$ cat src/dhld_pkg.sv
// Types and constants of the dash-header line deframer.
package dhld_pkg;

  localparam int unsigned BYTE_W = 8;
  localparam int unsigned POS_W  = 7;
  localparam int unsigned KIND_W = 2;

  localparam logic [BYTE_W-1:0] DASH_CHAR    = 8'h2D;
  localparam logic [BYTE_W-1:0] NEWLINE_CHAR = 8'h0A;
  localparam logic [POS_W-1:0]  HEADER_LEN   = 7'd3;
  localparam logic [POS_W-1:0]  LENGTH_TRIM  = 7'd2;

  typedef enum logic [KIND_W-1:0] {
    KIND_BODY = 2'd0,
    KIND_DONE = 2'd1,
    KIND_DROP = 2'd2
  } kind_t;

  typedef struct packed {
    kind_t              kind;
    logic [BYTE_W-1:0]  data_byte;
    logic [POS_W-1:0]   position;
    logic [POS_W-1:0]   frame_length;
  } res_t;

endpackage

$ cat src/dhld_if.sv
// Valid/ready channel interfaces for the deframer input and result streams.
interface dhld_in_if;
  logic                        valid;
  logic                        ready;
  logic [dhld_pkg::BYTE_W-1:0] rx_data;

  modport source (output valid, output rx_data, input ready);
  modport sink   (input valid, input rx_data, output ready);
endinterface

interface dhld_out_if;
  logic                        valid;
  logic                        ready;
  logic [dhld_pkg::KIND_W-1:0] kind;
  logic [dhld_pkg::BYTE_W-1:0] data_byte;
  logic [dhld_pkg::POS_W-1:0]  position;
  logic [dhld_pkg::POS_W-1:0]  frame_length;

  modport source (output valid, output kind, output data_byte, output position,
                  output frame_length, input ready);
  modport sink   (input valid, input kind, input data_byte, input position,
                  input frame_length, output ready);
endinterface

$ cat src/dhld_core.sv
// Per-byte framing decision and the link/header/body state registers.
module dhld_core #(
  parameter int MAX_BYTES = 124
) (
  input  logic                        clk,
  input  logic                        rst_n,
  input  logic                        acc,
  input  logic [dhld_pkg::BYTE_W-1:0] rx_data,
  output logic                        res_vld,
  output dhld_pkg::res_t              res
);

  localparam logic [dhld_pkg::POS_W-1:0] DROP_AT = dhld_pkg::POS_W'(MAX_BYTES - 1);

  logic                        online_r, online_nxt;
  logic                        hunt_r, hunt_nxt;
  logic                        body_r, body_nxt;
  logic [dhld_pkg::POS_W-1:0]  cnt_r, cnt_nxt;
  logic [dhld_pkg::BYTE_W-1:0] prev_r;

  logic                        is_dash;
  logic                        start;
  logic                        hunt_eff;
  logic [dhld_pkg::POS_W-1:0]  cnt_eff;
  logic [dhld_pkg::POS_W-1:0]  cnt_inc;

  assign is_dash  = (rx_data == dhld_pkg::DASH_CHAR);
  assign online_nxt = online_r | is_dash;
  // A hunt opens on a dash after a non-dash while neither hunting nor in a body
  assign start    = online_nxt && (prev_r != dhld_pkg::DASH_CHAR) && is_dash
                    && !hunt_r && !body_r;
  assign hunt_eff = hunt_r | start;
  assign cnt_eff  = start ? '0 : cnt_r;
  assign cnt_inc  = cnt_eff + 1'b1;

  // Decide next state and the result for the current byte
  always_comb begin
    hunt_nxt         = hunt_eff;
    body_nxt         = body_r;
    cnt_nxt          = cnt_eff;
    res_vld          = 1'b0;
    res.kind         = dhld_pkg::KIND_BODY;
    res.data_byte    = rx_data;
    res.position     = cnt_eff;
    res.frame_length = '0;
    if (!online_nxt) begin
      hunt_nxt = hunt_r;
      cnt_nxt  = cnt_r;
    end else if (hunt_eff) begin
      if (!is_dash) begin
        hunt_nxt = 1'b0;
      end else begin
        cnt_nxt = cnt_inc;
        if (cnt_inc == dhld_pkg::HEADER_LEN) begin
          body_nxt = 1'b1;
          hunt_nxt = 1'b0;
        end
      end
    end else if (body_r) begin
      res_vld = 1'b1;
      cnt_nxt = cnt_inc;
      if (cnt_inc >= DROP_AT) begin
        body_nxt = 1'b0;
        cnt_nxt  = '0;
        res.kind = dhld_pkg::KIND_DROP;
      end else if (rx_data == dhld_pkg::NEWLINE_CHAR) begin
        body_nxt         = 1'b0;
        cnt_nxt          = '0;
        res.kind         = dhld_pkg::KIND_DONE;
        res.frame_length = cnt_inc - dhld_pkg::LENGTH_TRIM;
      end
    end
  end

  // Advance state on each accepted byte
  always_ff @(posedge clk) begin
    if (!rst_n) begin
      online_r <= 1'b0;
      hunt_r   <= 1'b0;
      body_r   <= 1'b0;
      cnt_r    <= '0;
      prev_r   <= '0;
    end else if (acc) begin
      online_r <= online_nxt;
      hunt_r   <= hunt_nxt;
      body_r   <= body_nxt;
      cnt_r    <= cnt_nxt;
      prev_r   <= rx_data;
    end
  end

endmodule

$ cat src/dhld_out_reg.sv
// Result register that decouples the result channel from the input channel.
module dhld_out_reg (
  input  logic           clk,
  input  logic           rst_n,
  input  logic           in_valid,
  output logic           in_ready,
  input  logic           res_vld,
  input  dhld_pkg::res_t res,
  output logic           out_valid,
  input  logic           out_ready,
  output dhld_pkg::res_t out_res
);

  logic           vld_r, vld_nxt;
  dhld_pkg::res_t res_r;
  logic           acc;

  assign in_ready = !vld_r || out_ready;
  assign acc      = in_valid && in_ready;

  // Load on accept, drain when the sink takes the transaction
  always_comb begin
    vld_nxt = vld_r;
    if (acc) begin
      vld_nxt = res_vld;
    end else if (out_ready) begin
      vld_nxt = 1'b0;
    end
  end

  always_ff @(posedge clk) begin
    if (!rst_n) begin
      vld_r <= 1'b0;
    end else begin
      vld_r <= vld_nxt;
    end
  end

  // Hold payload unless a new result is loaded
  always_ff @(posedge clk) begin
    if (acc && res_vld) begin
      res_r <= res;
    end
  end

  assign out_valid = vld_r;
  assign out_res   = res_r;

endmodule

$ cat src/dash_header_line_deframer.sv
// Top level of the dash-header line deframer.
//
//   channel   dir   payload                                       handshake
//   in_ch     in    rx_data[7:0]                                  valid/ready
//   out_ch    out   kind[1:0] data_byte[7:0] position[6:0]
//                   frame_length[6:0]                             valid/ready
//
// One byte is accepted per cycle unless a stalled result blocks input; its
// result is registered the cycle after acceptance via a single framing pass.
// Bytes that give no result still advance the framing state.
// Reset (rst_n low, synchronous) clears link, hunt, body, count and last byte.
// A stalled result holds; input is still taken in the cycle the result drains.
module dash_header_line_deframer #(
  parameter int MAX_BYTES = 124
) (
  input logic         clk,
  input logic         rst_n,
  dhld_in_if.sink     in_ch,
  dhld_out_if.source  out_ch
);

  logic           acc;
  logic           res_vld;
  dhld_pkg::res_t res;
  dhld_pkg::res_t out_res;

  assign acc = in_ch.valid && in_ch.ready;

  // Framing decision and state
  dhld_core #(.MAX_BYTES(MAX_BYTES)) u_core (
    .clk     (clk),
    .rst_n   (rst_n),
    .acc     (acc),
    .rx_data (in_ch.rx_data),
    .res_vld (res_vld),
    .res     (res)
  );

  // Result register
  dhld_out_reg u_out (
    .clk       (clk),
    .rst_n     (rst_n),
    .in_valid  (in_ch.valid),
    .in_ready  (in_ch.ready),
    .res_vld   (res_vld),
    .res       (res),
    .out_valid (out_ch.valid),
    .out_ready (out_ch.ready),
    .out_res   (out_res)
  );

  assign out_ch.kind         = out_res.kind;
  assign out_ch.data_byte    = out_res.data_byte;
  assign out_ch.position     = out_res.position;
  assign out_ch.frame_length = out_res.frame_length;

endmodule

$ cat src/flat_wrapper.sv
// flat-port wrapper written by rule: the top's interface ports become plain ports
module dash_header_line_deframer_flat 
#(
  parameter int MAX_BYTES = 124
)
  (clk, rst_n, in_ch_valid, in_ch_rx_data, in_ch_ready, out_ch_valid, out_ch_kind, out_ch_data_byte, out_ch_position, out_ch_frame_length, out_ch_ready);
  dhld_in_if in_ch_i ();
  dhld_out_if out_ch_i ();
  input logic clk;
  input logic rst_n;
  input wire logic [$bits(in_ch_i.valid)-1:0] in_ch_valid;
  input wire logic [$bits(in_ch_i.rx_data)-1:0] in_ch_rx_data;
  output wire logic [$bits(in_ch_i.ready)-1:0] in_ch_ready;
  output wire logic [$bits(out_ch_i.valid)-1:0] out_ch_valid;
  output wire logic [$bits(out_ch_i.kind)-1:0] out_ch_kind;
  output wire logic [$bits(out_ch_i.data_byte)-1:0] out_ch_data_byte;
  output wire logic [$bits(out_ch_i.position)-1:0] out_ch_position;
  output wire logic [$bits(out_ch_i.frame_length)-1:0] out_ch_frame_length;
  input wire logic [$bits(out_ch_i.ready)-1:0] out_ch_ready;
  assign in_ch_i.valid = in_ch_valid;
  assign in_ch_i.rx_data = in_ch_rx_data;
  assign in_ch_ready = in_ch_i.ready;
  assign out_ch_valid = out_ch_i.valid;
  assign out_ch_kind = out_ch_i.kind;
  assign out_ch_data_byte = out_ch_i.data_byte;
  assign out_ch_position = out_ch_i.position;
  assign out_ch_frame_length = out_ch_i.frame_length;
  assign out_ch_i.ready = out_ch_ready;
  dash_header_line_deframer #(.MAX_BYTES(MAX_BYTES)) u_core (.clk(clk), .rst_n(rst_n), .in_ch(in_ch_i), .out_ch(out_ch_i));
endmodule
$ cat config.mk
export PLATFORM = sky130hd
export DESIGN_NAME = dash_header_line_deframer_flat
export DESIGN_NICKNAME = d
export VERILOG_FILES = /design/src/dhld_pkg.sv /design/src/dhld_if.sv /design/src/dhld_core.sv /design/src/dhld_out_reg.sv /design/src/dash_header_line_deframer.sv /design/src/flat_wrapper.sv
export SDC_FILE = /design/constraint.sdc
export NUM_CORES = 1
export LEC_CHECK = 0
export BUFFER_PORTS_ARGS = -buffer_cell sky130_fd_sc_hd__clkbuf_2
export CAP_MARGIN = 40
export CORE_MARGIN = 2
export CORE_UTILIZATION = 60
export CTS_BUF_LIST = sky130_fd_sc_hd__clkbuf_8 sky130_fd_sc_hd__clkbuf_16
export DETAILED_ROUTE_END_ITERATION = 10
export HOLD_SLACK_MARGIN = 0.08
export PLACE_DENSITY = 0.92
export SLEW_MARGIN = 5
export SYNTH_ARGS = -nofsm -noshare
export SYNTH_HDL_FRONTEND = slang
export SYNTH_SLANG_ARGS = --single-unit
export TNS_END_PERCENT = 100
$ cat constraint.sdc
create_clock -name clk -period 11.9 [get_ports clk]
set_input_delay 1.19 -clock clk [delete_from_list [all_inputs] [get_ports clk]]
set_output_delay 1.19 -clock clk [all_outputs]
set_load 0.005 [all_outputs]
# ---- After elaboration in Yosys (flattened, before gate mapping)
# Index checks and enable logic that the tools add are counted.
dict set report totals {
  inputBits 12
  reg_bits 43
  out_inout_bits 26
}
dict set report classes {
  n_eq_ne 6
  bitwise 5
  n_reduce_logical 16
  add_sub_neg 2
  magnitude_cmp 1
  muxes 22
}
# op n
set ops {}
lappend ops {{two-way mux 7 bit} 6}
lappend ops {{two-way mux 1 bit} 15}
lappend ops {{== test 8 x 4 -> 1 bit (second input constant)} 1}
lappend ops {{== test 8 x 6 -> 1 bit (second input constant)} 1}
lappend ops {{inequality test 8 x 6 -> 1 bit (second input constant)} 1}
lappend ops {{adder 7 x 1 -> 7 bit (second input constant)} 1}
lappend ops {{== test 7 x 2 -> 1 bit (second input constant)} 1}
lappend ops {{greater-or-equal comparator 7 bit (second input constant)} 1}
lappend ops {{subtractor 7 x 2 -> 7 bit (second input constant)} 1}
lappend ops {{logical AND 1 bit} 6}
lappend ops {{OR reduction 5 bit} 1}
lappend ops {{AND reduction 4 bit} 1}
lappend ops {{OR reduction 4 bit} 1}
lappend ops {{zero test 1 bit} 3}
lappend ops {{inverter 1 bit} 3}
lappend ops {{OR reduction 3 bit} 1}
lappend ops {{two-way mux 2 bit} 1}
lappend ops {{inequality test 2 x 1 -> 1 bit (second input constant)} 1}
lappend ops {{inequality test 2 bit (second input constant)} 1}
lappend ops {{bitwise OR 1 bit} 2}
lappend ops {{AND reduction 2 bit} 1}
lappend ops {{nonzero test 2 bit} 1}
lappend ops {{logical OR 1 bit} 1}

# ---- Longest topological paths before layout
# Gate-level depths: netlist (run 1).
dict set report depth {
  depth_word 12
  ltp_mapped 16
  ltp_nobuf 15
}

# ---- Cells and area by module
# Synthesis (run 1) repeated with hierarchy kept, for this count alone.
dict set report unflattened {
  hier_cells 237
  area_unflattened_um2 2402.3
}
# mod cells_each n_inst area_each_um2 seq_area_each_um2
set by_module_without_submodules {}
lappend by_module_without_submodules {dhld_core 207 1 1610.3 360.3}
lappend by_module_without_submodules {dhld_out_reg 29 1 785.8 740.7}
lappend by_module_without_submodules {dash_header_line_deframer 1 1 6.3 0.0}

# ---- Worst setup path after synthesis (run 1)
# OpenSTA, ideal clock, no wires.
dict set report synth_timing {
  kind {input -> register}
  from {input in_ch_rx_data[4]}
  to {register u_core.u_out.res_r, in the netlist u_core.u_out.out_res[3], data pin}
  arrival_ns 4.437
  n_path_buf 2
  slack_ns 7.198
  required_time_ns 11.635
  cell_stages 15
  cell_sequence {or4b_4 > nor3_4 > nand2_1 > clkbuf_1 > and2_1 > ha_1 > clkbuf_1 > a41o_1 > nor2_1 > ha_1 > inv_1 > o41ai_1 > nor3_4 > o21ai_2 > nor2_1}
}
# element line
set synth_lines {}
lappend synth_lines {{start: declaration} flat_wrapper.sv:12} ;# input wire logic [$bits(in_ch_i.rx_data)-1:0] in_ch_rx_data;
lappend synth_lines {{end signal: assignment} dhld_out_reg.sv:42} ;# res_r <= res;
lappend synth_lines {{end: declaration} dhld_out_reg.sv:15} ;# dhld_pkg::res_t res_r;

# ---- Worst setup path in the final report (run 1)
dict set report layout_timing {
  from {input in_ch_rx_data[4]}
  to {register u_core.u_out.res_r, in the netlist u_core.u_out.out_res[6], data pin}
}
dict set report layout_between {
  elab_chain_len 10
}
# element line
set layout_lines {}
lappend layout_lines {{== test 8 x 6 -> 1 bit *} dhld_core.sv:27} ;# assign is_dash = (rx_data == dhld_pkg::DASH_CHAR);
lappend layout_lines {{bitwise OR 1 bit} dhld_core.sv:28} ;# assign online_nxt = online_r | is_dash;
lappend layout_lines {{logical AND 1 bit} dhld_core.sv:30} ;# assign start = online_nxt && (prev_r != dhld_pkg::DASH_CHAR) && is_dash
lappend layout_lines {{logical AND 1 bit *} dhld_core.sv:30}
lappend layout_lines {{logical AND 1 bit * (2 in a row)} dhld_core.sv:31} ;# && !hunt_r && !body_r;
lappend layout_lines {{two-way mux 7 bit *} dhld_core.sv:33} ;# assign cnt_eff = start ? '0 : cnt_r;
lappend layout_lines {{adder 7 x 1 -> 7 bit *} dhld_core.sv:34} ;# assign cnt_inc = cnt_eff + 1'b1;
lappend layout_lines {{named net u_core.u_core.cnt_inc, one bit} dhld_core.sv:25} ;# logic [dhld_pkg::POS_W-1:0] cnt_inc;
lappend layout_lines {{greater-or-equal comparator 7 bit} dhld_core.sv:62} ;# if (cnt_inc >= DROP_AT) begin
lappend layout_lines {{OR reduction 5 bit (no line)} n/a}
# Mark *: on every way through the listed nets, which the timed path passes. The rest lies on a longest branch.
# A chain may end at the register's enable or synchronous reset.

==> reports/metrics.cfg, run 1 <==
[cts]
ctsLongestPathBuffers = 2
cts_max_level = 2
cts_setup_buffers = 0
cts_buffers = 5
cts_tree = built
root_buffer = clkbuf_8
insertion_delay_ps = 300
hold_buffers = 0
cts.sinks = 43
clk_pin_slew_ps = 90
cts-resized-gates = 0

[sta]
setup_viol = 0
finalCritPeriodShare = 0.433
fmaxAchievable_mhz = 194
hold_viol = 0
layout_min_cycle_time_ps = 5150
worst_slew_pin_slew_ps = 704
skew_ps = 12.2
slew_viol_final = 0
fin_setup_tns_ps = 0
maxSlewHeadroom = 0.527
grt_setup_unrepaired = false

[logic_synthesis]
synth_top_family_by_area = compound AO/OA/AOI/OAI gates
synth_adder_area_share = 0.0217
mappedNetlistArea_um2 = 2300
ys_seq_elements = 43
synth_mux_area_frac = 0
async_reset_ff_frac = 0
syn_nets = 256
yosys_warnings = 0
synthFlopType = edfxtp_1
synth_xor_area_frac = 0.0304
ys_types = 56
synth_compound_area_frac = 0.218
synth-edff-count = 24
synth_area_per_cell_um2 = 9.60
synth-simple-area-share = 0.218
synthesis.instances = 240
ys_seq_area_frac = 0.478

[die]
core_area_um2 = 3690
die_h_um = 66.0
start_util = 0.625
die-area_um2 = 4350
placementRows = 22
num_io_pins = 38
die_w_um = 66.0

[worst_setup_path]
crit_slowest_cell = or4b_4
start_kind = input port
worstPathArrival_ps = 5190
path_cells = clkbuf_2 -> or4b_4 -> nor3_4 -> nand2_1 -> nand2_1 -> inv_2 -> ha_1 -> nor2b_1 -> a41o_1 -> nor2_1 -> ha_1 -> inv_1 -> o41ai_1 -> nor3_4 -> o21ai_2 -> a21oi_1
worstPathMaxFanout = 14
worstSetupEndpointType = flip-flop
criticalPathCategory = input port to flip-flop
cp_data_required_time_ps = 11940
max_stage_delay_ps = 570

[route]
drt_pass1_iterations = 4
dr_total_vias = 2079
drt_iter0_drc = 278
wl_um = 5710
routedWlPerCell_um = 17.6
via_per_inst = 6.42
drcViolationCount = 0
ant_nets = 0

[grt]
grt_max_degree = 19
antenna_found_initial = 0
grt_pass1_vias = 1915
overflow = 0
grtUsageTotal = 0.290
grt_pass1_wl_um = 9400

[cells_and_area]
insertedDiodeCount = 0
syn_to_final_growth_pct = 13.4
final_util = 0.709
nets = 291
fin_area_um2 = 2610
fillCellCount = 287
final_layout_size_suffix_gt1_frac = 0.214

[placement]
place_area_um2 = 2520
place_congestion = 0.899
place_hpwl_um = 3960
portBuffers = 37

[job]
drv_cap = 0

[pwr]
powerDensity_nw_per_um2 = 102
leakage_nw = 0.989
vdd_drop_max_mv = 0.0575

[run_status]
status = finished clean

[hold_path]
hold_path.class = flip-flop to flip-flop

## sequential cells by signal (all words and copies together), names as in the netlist
signal                  cells
u_core.u_core.body_r        1
u_core.u_core.cnt_r         7
u_core.u_out.out_valid      1
u_core.u_core.hunt_r        1
u_core.u_out.out_res       24
u_core.u_core.prev_r        8
u_core.u_core.online_r      1
## power by group
part	switching, W	leakage [nW]	internal, W
sequential	0.000000837	0.354	0.000157
combinational	0.00000680	0.591	0.00000378
clock	0.0000509	0.0449	0.0000464
total	0.0000586	0.989	0.000207
## cell families (layout without fill, tap and decap cells)
family | after synthesis | after routing
buf+inv | 20 | 56
fa+ha+maj | 4 | 4
flops | 43 | 43
xor+xnor | 8 | 8
compound gates | 73 | 73
simple gates | 92 | 92
## layer usage
layer,vias up,global-route usage,share of wire
li1,955,-,-
met2,125,0.456,0.49
met3,16,0.0716,0.085
met4,0,0.117,0.026
met1,983,0.386,0.40
met5,-,0,0
## cell usage after synthesis (2+ instances only)
library cell  number  area (um2)
ha_1               4        50.1
o21a_1             2        15.0
and2_1             6        37.5
nor2_1            15        56.3
nor3_4             2        32.5
buf_2              2        10.0
o21ai_0           11        55.1
edfxtp_1          24         721
and4bb_2           2        25.0
nand4b_1           2        17.5
a31o_1             2        17.5
inv_1              8        30.0
a21oi_1           25         125
dfxtp_1           19         380
nand3_1            8        40.0
o21ai_1            3        15.0
nand2b_1           6        37.5
xor2_1             2        17.5
xnor2_1            6        52.6
o22ai_1            2        12.5
o221ai_1           2        17.5
inv_2              2        7.51
nor3_1             5        25.0
a211oi_1           5        37.5
o2111ai_1          2        17.5
clkbuf_1           8        30.0
nand2_1           33         124
o2111a_1           2        22.5
a31oi_1            2        12.5
and3_1             2        12.5
## path summary, 6_finish.rpt
path / end / slack [ps] / cells past startpoint / startpoint
setup reg to reg: u_core.u_out.out_res[6] / 7520 / 15 / u_core.u_core.prev_r[7]
hold / removal: u_core.u_core.prev_r[3] / 460 / 2 / u_core.u_core.prev_r[3]
setup / recovery: u_core.u_out.out_res[6] / 6750 / 16 / in_ch_rx_data[4]
hold reg to reg: u_core.u_core.prev_r[3] / 460 / 2 / u_core.u_core.prev_r[3]
## layout make-up
class | count | area [um2] | share of cell area
Clock inverter | 2 | 11.3 | 0.00431
Multi-Input combinational cell | 177 | 1130 | 0.432
Clock buffer | 6 | 82.6 | 0.0316
Sequential cell | 43 | 1100 | 0.421
Inverter | 10 | 37.5 | 0.0144
Timing Repair Buffer | 38 | 193 | 0.0737
Tap cell | 48 | 60.1 | 0.0230
## layout by cell type (no fill, tap or decap), types with 2 or more instances in the layout
| cell | instances |
|---|---|
| nor2_1 | 14 |
| o22ai_1 | 2 |
| o2111a_1 | 2 |
| nand3_1 | 8 |
| nor2_2 | 2 |
| and4bb_2 | 2 |
| clkbuf_8 | 6 |
| and2_1 | 6 |
| ha_1 | 4 |
| o21ai_1 | 3 |
| clkbuf_2 | 37 |
| edfxtp_1 | 24 |
| a211oi_1 | 5 |
| a31o_1 | 2 |
| inv_1 | 8 |
| and3_1 | 2 |
| nand2_1 | 33 |
| nor3_4 | 2 |
| xor2_1 | 2 |
| o21a_1 | 2 |
| a21oi_1 | 25 |
| o21ai_0 | 11 |
| o2111ai_1 | 2 |
| o221ai_1 | 2 |
| a31oi_1 | 2 |
| nor3_1 | 5 |
| xnor2_1 | 6 |
| nand4b_1 | 2 |
| nand2b_1 | 6 |
| inv_2 | 2 |
| dfxtp_1 | 19 |
## stage by stage
step,cells,setup WS (ps),power [W],hold WS [ps]
5_1_grt,324,6510,0.000273,487
4_1_cts,324,6830,0.000264,456
6_report,324,6750,0.000266,456
3_5_place_dp,316,6560,0.000171,446
2_1_floorplan,240,7200,0.000167,432
3_3_place_gp,316,6830,0.000171,438
## critical path, delay by kind of cell
kind                       cells  cell delay [ps]
AOI/OAI and AO/OA              4             1280
buffers and inverters          3              240
adders and majority gates      2              570
and+or+nand+nor                7             1900
(Power assumes the default switching activity.)
==> inputs of run 2 (changes only) <==
--- a/config.mk
+++ b/config.mk
@@ -8,11 +8,11 @@
 export BUFFER_PORTS_ARGS = -buffer_cell sky130_fd_sc_hd__clkbuf_2
 export CAP_MARGIN = 40
 export CORE_MARGIN = 2
-export CORE_UTILIZATION = 60
+export CORE_UTILIZATION = 56
 export CTS_BUF_LIST = sky130_fd_sc_hd__clkbuf_8 sky130_fd_sc_hd__clkbuf_16
 export DETAILED_ROUTE_END_ITERATION = 10
 export HOLD_SLACK_MARGIN = 0.08
-export PLACE_DENSITY = 0.92
+export PLACE_DENSITY = 0.87
 export SLEW_MARGIN = 5
 export SYNTH_ARGS = -nofsm -noshare
 export SYNTH_HDL_FRONTEND = slang
==> constraint.sdc (replaced) <==
create_clock -name clk -period 5.31 [get_ports clk]
set_input_delay 0.531 -clock clk [delete_from_list [all_inputs] [get_ports clk]]
set_output_delay 0.531 -clock clk [all_outputs]
set_load 0.005 [all_outputs]
==> reports/metrics.cfg, run 2 (same netlist as run 1, synthesis figures left out) <==
[cts]
cts_tree = built
ctsLongestPathBuffers = 2  ; unchanged
clk_pin_slew_ps = 80  ; about the same
cts_max_level = 2  ; unchanged
cts.sinks = 43  ; unchanged
root_buffer = clkbuf_8
cts-resized-gates = 0  ; unchanged
hold_buffers = 0  ; unchanged
cts_setup_buffers = 0  ; unchanged
insertion_delay_ps = 300  ; about the same
cts_buffers = 5  ; unchanged

[cells_and_area]
layout_commonest_cell = clkbuf_2
final_layout_size_suffix_gt1_frac = 0.210  ; -0.00362
final_util = 0.656  ; -0.0530
regArea_um2 = 1100  ; unchanged
fillCellCount = 328  ; +14%
largest_register_ffs = 24  ; unchanged
nets = 291  ; unchanged
syn_to_final_growth_pct = 13.0
multi_input_area_um2 = 1130  ; unchanged
layout_common_cells = clkbuf_2 (37), nand2_1 (33), a21oi_1 (25), edfxtp_1 (24), dfxtp_1 (19)
insertedDiodeCount = 0  ; unchanged

[route]
drt_iter0_drc = 263  ; -5.4%
dr_total_vias = 2061  ; -0.87%
met2WireLength_um = 2700  ; -3.0%
met3_length_um = 544  ; +12%
wl_met1_um = 2210  ; -3.4%
ant_nets = 0  ; unchanged
drt_pass1_iterations = 5  ; +1
drcViolationCount = 0  ; unchanged
wl_um = 5610  ; -1.7%
top_layer = met4
routedWlPerCell_um = 17.2  ; -2.3%
via_per_inst = 6.32  ; -1.5%

[pwr]
powerDensity_nw_per_um2 = 220  ; +120%
vdd_drop_max_mv = 0.121  ; +110%
leakage_nw = 0.989  ; about the same

[worst_setup_path]
worstPathMaxFanout = 14  ; unchanged
cp_data_required_time_ps = 5340  ; -6600 ps
start_kind = input port
criticalPathCategory = input port to flip-flop
rr_worst_depth = 14  ; -1
worstPathArrival_ps = 4550  ; -640 ps
worstSetupEndpointType = flip-flop

[die]
placementRows = 23  ; +4.5%
die-area_um2 = 4640  ; +6.7%
die_w_um = 68.2  ; +3.3%
start_util = 0.580  ; -0.0445
num_io_pins = 38  ; unchanged
core_area_um2 = 3970  ; +7.7%
die_h_um = 68.2  ; +3.3%

[grt]
grtUsageTotal = 0.259  ; -0.0319
overflow = 0  ; unchanged
grt_pass1_vias = 1818  ; -5.1%
grt_pass1_wl_um = 8720  ; -7.2%
grt_max_degree = 25  ; +6
antenna_found_initial = 0  ; unchanged

[placement]
place_congestion = 0.912  ; +1.5%
portBuffers = 37  ; unchanged
place_hpwl_um = 3920  ; -1.1%

[sta]
maxSlewHeadroom = 0.502  ; -0.0258
worst_slew_pin_slew_ps = 742  ; +38.5 ps
fin_setup_tns_ps = 0  ; unchanged
fmaxAchievable_mhz = 221
layout_min_cycle_time_ps = 4520
skew_ps = 3.73  ; -8.44 ps
setup_viol = 0  ; unchanged
finalCritPeriodShare = 0.851
hold_viol = 0  ; unchanged
whs_ps = 457  ; +1.16 ps
slew_viol_final = 0  ; unchanged
grt_setup_unrepaired = false

[hold_path]
hold_path_depth = 2  ; unchanged
hold_path.class = flip-flop to flip-flop

[job]
drv_cap = 0  ; unchanged

[run_status]
status = finished clean

run 2: cell count changes in the layout (fill, tap and decap cells not counted):
cell        previous run  this run
inv_1                  8        10
clkbuf_8               6         5
clkinv_1               1         0
clkinv_2               0         1
clkinvlp_4             1         0
run 2: worst max-delay path: stages:
cell	delay, ps
clkbuf_2	120
or4b_4	570
nor3_4	260
nand2_1	320
and2_1	330
ha_1	350
nor2b_1	200
a41o_1	260
nor2_1	220
ha_1	240
inv_1	50
o41ai_1	580
nor3_4	90
o21ai_2	330
a21oi_1	110
run 2: layout make-up:
class	count	area share
Clock buffer	5	0.0264
Tap cell	50	0.0240
Clock inverter	3	0.00481
Multi-Input combinational cell	177	0.433
Timing Repair Buffer	38	0.0740
Sequential cell	43	0.423
Inverter	10	0.0144
run 2: path summary, 6_finish.rpt:
check,startpoint,end,slack [ps]
max,in_ch_rx_data[4],u_core.u_out.out_res[6],790
min,u_core.u_core.prev_r[3],u_core.u_core.prev_r[3],460
max reg2reg,u_core.u_core.prev_r[4],u_core.u_out.out_res[6],860
min reg2reg,u_core.u_core.prev_r[3],u_core.u_core.prev_r[3],460
run 2: stage by stage:
stage	setup WS [ps]	cell area, um2	instances	power (W)
3_5_place_dp	622	2520	318	0.000384
5_1_grt	506	2600	326	0.000589
3_3_place_gp	872	2520	318	0.000383
4_1_cts	846	2600	326	0.000576
2_1_floorplan	1270	2300	240	0.000374
6_report	790	2600	326	0.000573
run 2: power by group:
group | switching [W] | internal [W]
Clock | 0.000108 | 0.0000885
Sequential | 0.00000190 | 0.000352
Combinational | 0.0000148 | 0.00000848
run 2: layer usage:
| metal | GRT usage | vias to the layer above |
|---|---|---|
| li1 | - | 963 |
| met1 | 0.338 | 948 |
| met2 | 0.402 | 131 |
| met3 | 0.0641 | 19 |
| met4 | 0.120 | 0 |
| met5 | 0 | - |
==> inputs of run 3 (changes only) <==
--- a/config.mk
+++ b/config.mk
@@ -7,6 +7,7 @@
 export LEC_CHECK = 0
 export BUFFER_PORTS_ARGS = -buffer_cell sky130_fd_sc_hd__clkbuf_2
 export CAP_MARGIN = 40
+export CORE_ASPECT_RATIO = 1.5
 export CORE_MARGIN = 2
 export CORE_UTILIZATION = 56
 export CTS_BUF_LIST = sky130_fd_sc_hd__clkbuf_8 sky130_fd_sc_hd__clkbuf_16
==> reports/metrics.cfg, run 3 (same netlist as run 1, synthesis figures left out) <==
[sta]
skew_ps = 6.34  ; +2.61 ps
fin_setup_tns_ps = 0  ; unchanged
worst_slew_pin_slew_ps = 722  ; -20.2 ps
finalCritPeriodShare = 0.834  ; -0.0175
fmaxAchievable_mhz = 226  ; +2.1%
whs_ps = 456  ; -0.898 ps
maxSlewHeadroom = 0.518  ; +0.0165
hold_viol = 0  ; unchanged
grt_setup_unrepaired = false
slew_viol_final = 0  ; unchanged
layout_min_cycle_time_ps = 4430  ; -93.1 ps
setup_viol = 0  ; unchanged

[cells_and_area]
layout_commonest_cell = clkbuf_2
final_layout_size_suffix_gt1_frac = 0.214  ; +0.00362
layout_common_cells = clkbuf_2 (37), nand2_1 (33), a21oi_1 (25), edfxtp_1 (24), dfxtp_1 (19)
fin_area_um2 = 2620  ; +0.43%
insertedDiodeCount = 0  ; unchanged
largest_register_ffs = 24  ; unchanged
fillCellCount = 342  ; +4.3%
syn_to_final_growth_pct = 13.5
nets = 291  ; unchanged

[cts]
cts_tree = built
ctsLongestPathBuffers = 2  ; unchanged
clk_pin_slew_ps = 80  ; about the same
root_buffer = clkbuf_8
insertion_delay_ps = 290  ; about the same
cts_setup_buffers = 0  ; unchanged
cts_buffers = 5  ; unchanged
cts_max_level = 2  ; unchanged
hold_buffers = 0  ; unchanged
cts.sinks = 43  ; unchanged
cts-resized-gates = 0  ; unchanged

[grt]
grt_max_degree = 19  ; -24%
grt_pass1_vias = 1966  ; +8.1%
antenna_found_initial = 0  ; unchanged
grtUsageTotal = 0.262  ; +0.00388
overflow = 0  ; unchanged
grt_pass1_wl_um = 9440  ; +8.2%

[worst_setup_path]
cp_data_required_time_ps = 5340  ; about the same
worstPathArrival_ps = 4450  ; -100 ps
crit_slowest_cell = or4b_4
rr_worst_depth = 14  ; unchanged
max_stage_delay_ps = 570  ; about the same
worstPathMaxFanout = 14  ; unchanged
criticalPathCategory = input port to flip-flop
path_cells = clkbuf_2 -> or4b_4 -> nor3_4 -> nand2_1 -> and2_1 -> ha_1 -> nor2b_1 -> a41o_1 -> nor2_1 -> ha_1 -> inv_1 -> o41ai_1 -> nor3_4 -> o21ai_2 -> nor2_1
worstSetupEndpointType = flip-flop
rr_startpoint = u_core.u_core.prev_r[4]
start_kind = input port
r2r_slack_ps = 990  ; +130 ps
rr_endpoint = u_core.u_out.out_res[3]

[die]
core_area_um2 = 3960  ; -0.32%
num_io_pins = 38  ; unchanged
die_h_um = 82.6  ; +21%
die_w_um = 56.4  ; -17%
start_util = 0.582  ; +0.00183
die-area_um2 = 4660  ; +0.23%
placementRows = 28  ; +22%

[pwr]
vdd_drop_max_mv = 0.203  ; +68%
intPower_w = 0.000463  ; +3.2%
leakage_nw = 0.993  ; +0.36%
p_clk_frac = 0.357  ; +0.015
seqPwrFrac = 0.603  ; -0.014
powerDensity_nw_per_um2 = 224  ; +1.8%
switchingPower_w = 0.000123  ; -1.2%
swShare = 0.209  ; -0.00738
comb_power_share = 0.040  ; about the same
p_total_w = 0.000586  ; +2.3%

[job]
drv_cap = 0  ; unchanged

[route]
drt_iter0_drc = 66  ; -75%
wl_um = 5370  ; -4.2%
drcViolationCount = 0  ; unchanged
ant_nets = 0  ; unchanged
drt_pass1_iterations = 4  ; -1
dr_total_vias = 1994  ; -3.3%
via_per_inst = 6.21  ; -1.7%
routedWlPerCell_um = 16.7  ; -2.8%

[hold_path]
hold_path_depth = 1  ; -1
hold_path.class = input port to flip-flop
min_to = u_core.u_out.out_res[17]
min-delay-start = in_ch_rx_data[3]

[placement]
place_area_um2 = 2520  ; about the same
portBuffers = 37  ; unchanged
place_congestion = 0.973  ; +6.8%
place_hpwl_um = 4010  ; +2.2%

[run_status]
status = finished clean

## run 3: changes by cell type in the layout (fill, tap and decap cells not counted)
cell      before  now
buf_4          1    0
clkbuf_8       5    6
inv_1         10    9
buf_8          0    1
## run 3: layout make-up
| cell class | count | area (um2) | share of cell area |
|---|---|---|---|
| multi-input cells | 177 | 1130 | 0.432 |
| flip-flops and latches | 43 | 1100 | 0.421 |
| repair buffers | 38 | 200 | 0.0766 |
| clock buffers | 6 | 82.6 | 0.0316 |
| well taps | 45 | 56.3 | 0.0215 |
| inverters | 10 | 37.5 | 0.0144 |
| clock inverters | 2 | 8.76 | 0.00335 |
## run 3: worst max-delay path by stage
stage	depth (start not counted)	endpoint	slack, ps	startpoint
floorplan	15	u_core.u_out.out_res[3]	1270	in_ch_rx_data[4]
detailed placement	15	u_core.u_out.out_res[3]	670	in_ch_rx_data[4]
CTS	15	u_core.u_out.out_res[3]	970	in_ch_rx_data[4]
global route	16	u_core.u_out.out_res[3]	590	in_ch_rx_data[4]
finish	15	u_core.u_out.out_res[3]	880	in_ch_rx_data[4]
global placement	15	u_core.u_out.out_res[4]	840	in_ch_rx_data[4]
## run 3: metal layers
layer / track usage / up-vias / part of all wire
met2: 0.445 / 78 / 0.51
met5: 0 / - / 0
li1: - / 965 / -
met1: 0.329 / 940 / 0.41
met4: 0.126 / 0 / 0.026
met3: 0.0405 / 11 / 0.054
## run 3: critical path: cells and delay by family
family | cells | cell delay (ps)
buf+inv | 2 | 150
fa+ha+maj | 2 | 540
compound gates | 3 | 1170
simple gates | 8 | 2040
## run 3: power groups by stage
stage	Combinational, W	Sequential, W	Clock [W]
3_3_place_gp	0.0000224	0.000361	0
5_1_grt	0.0000262	0.000354	0.000230
2_1_floorplan	0.0000130	0.000361	0
3_5_place_dp	0.0000230	0.000361	0
6_report	0.0000232	0.000354	0.000209
4_1_cts	0.0000230	0.000354	0.000212
## run 3: through the flow
stage / std cells / worst slack, ps / utilization
floorplan: 240 / 1270 / -
global placement: 312 / 837 / 0.634
detailed placement: 313 / 669 / 0.637
CTS: 321 / 969 / 0.661
global route: 321 / 592 / 0.661
finish: 321 / 884 / 0.661
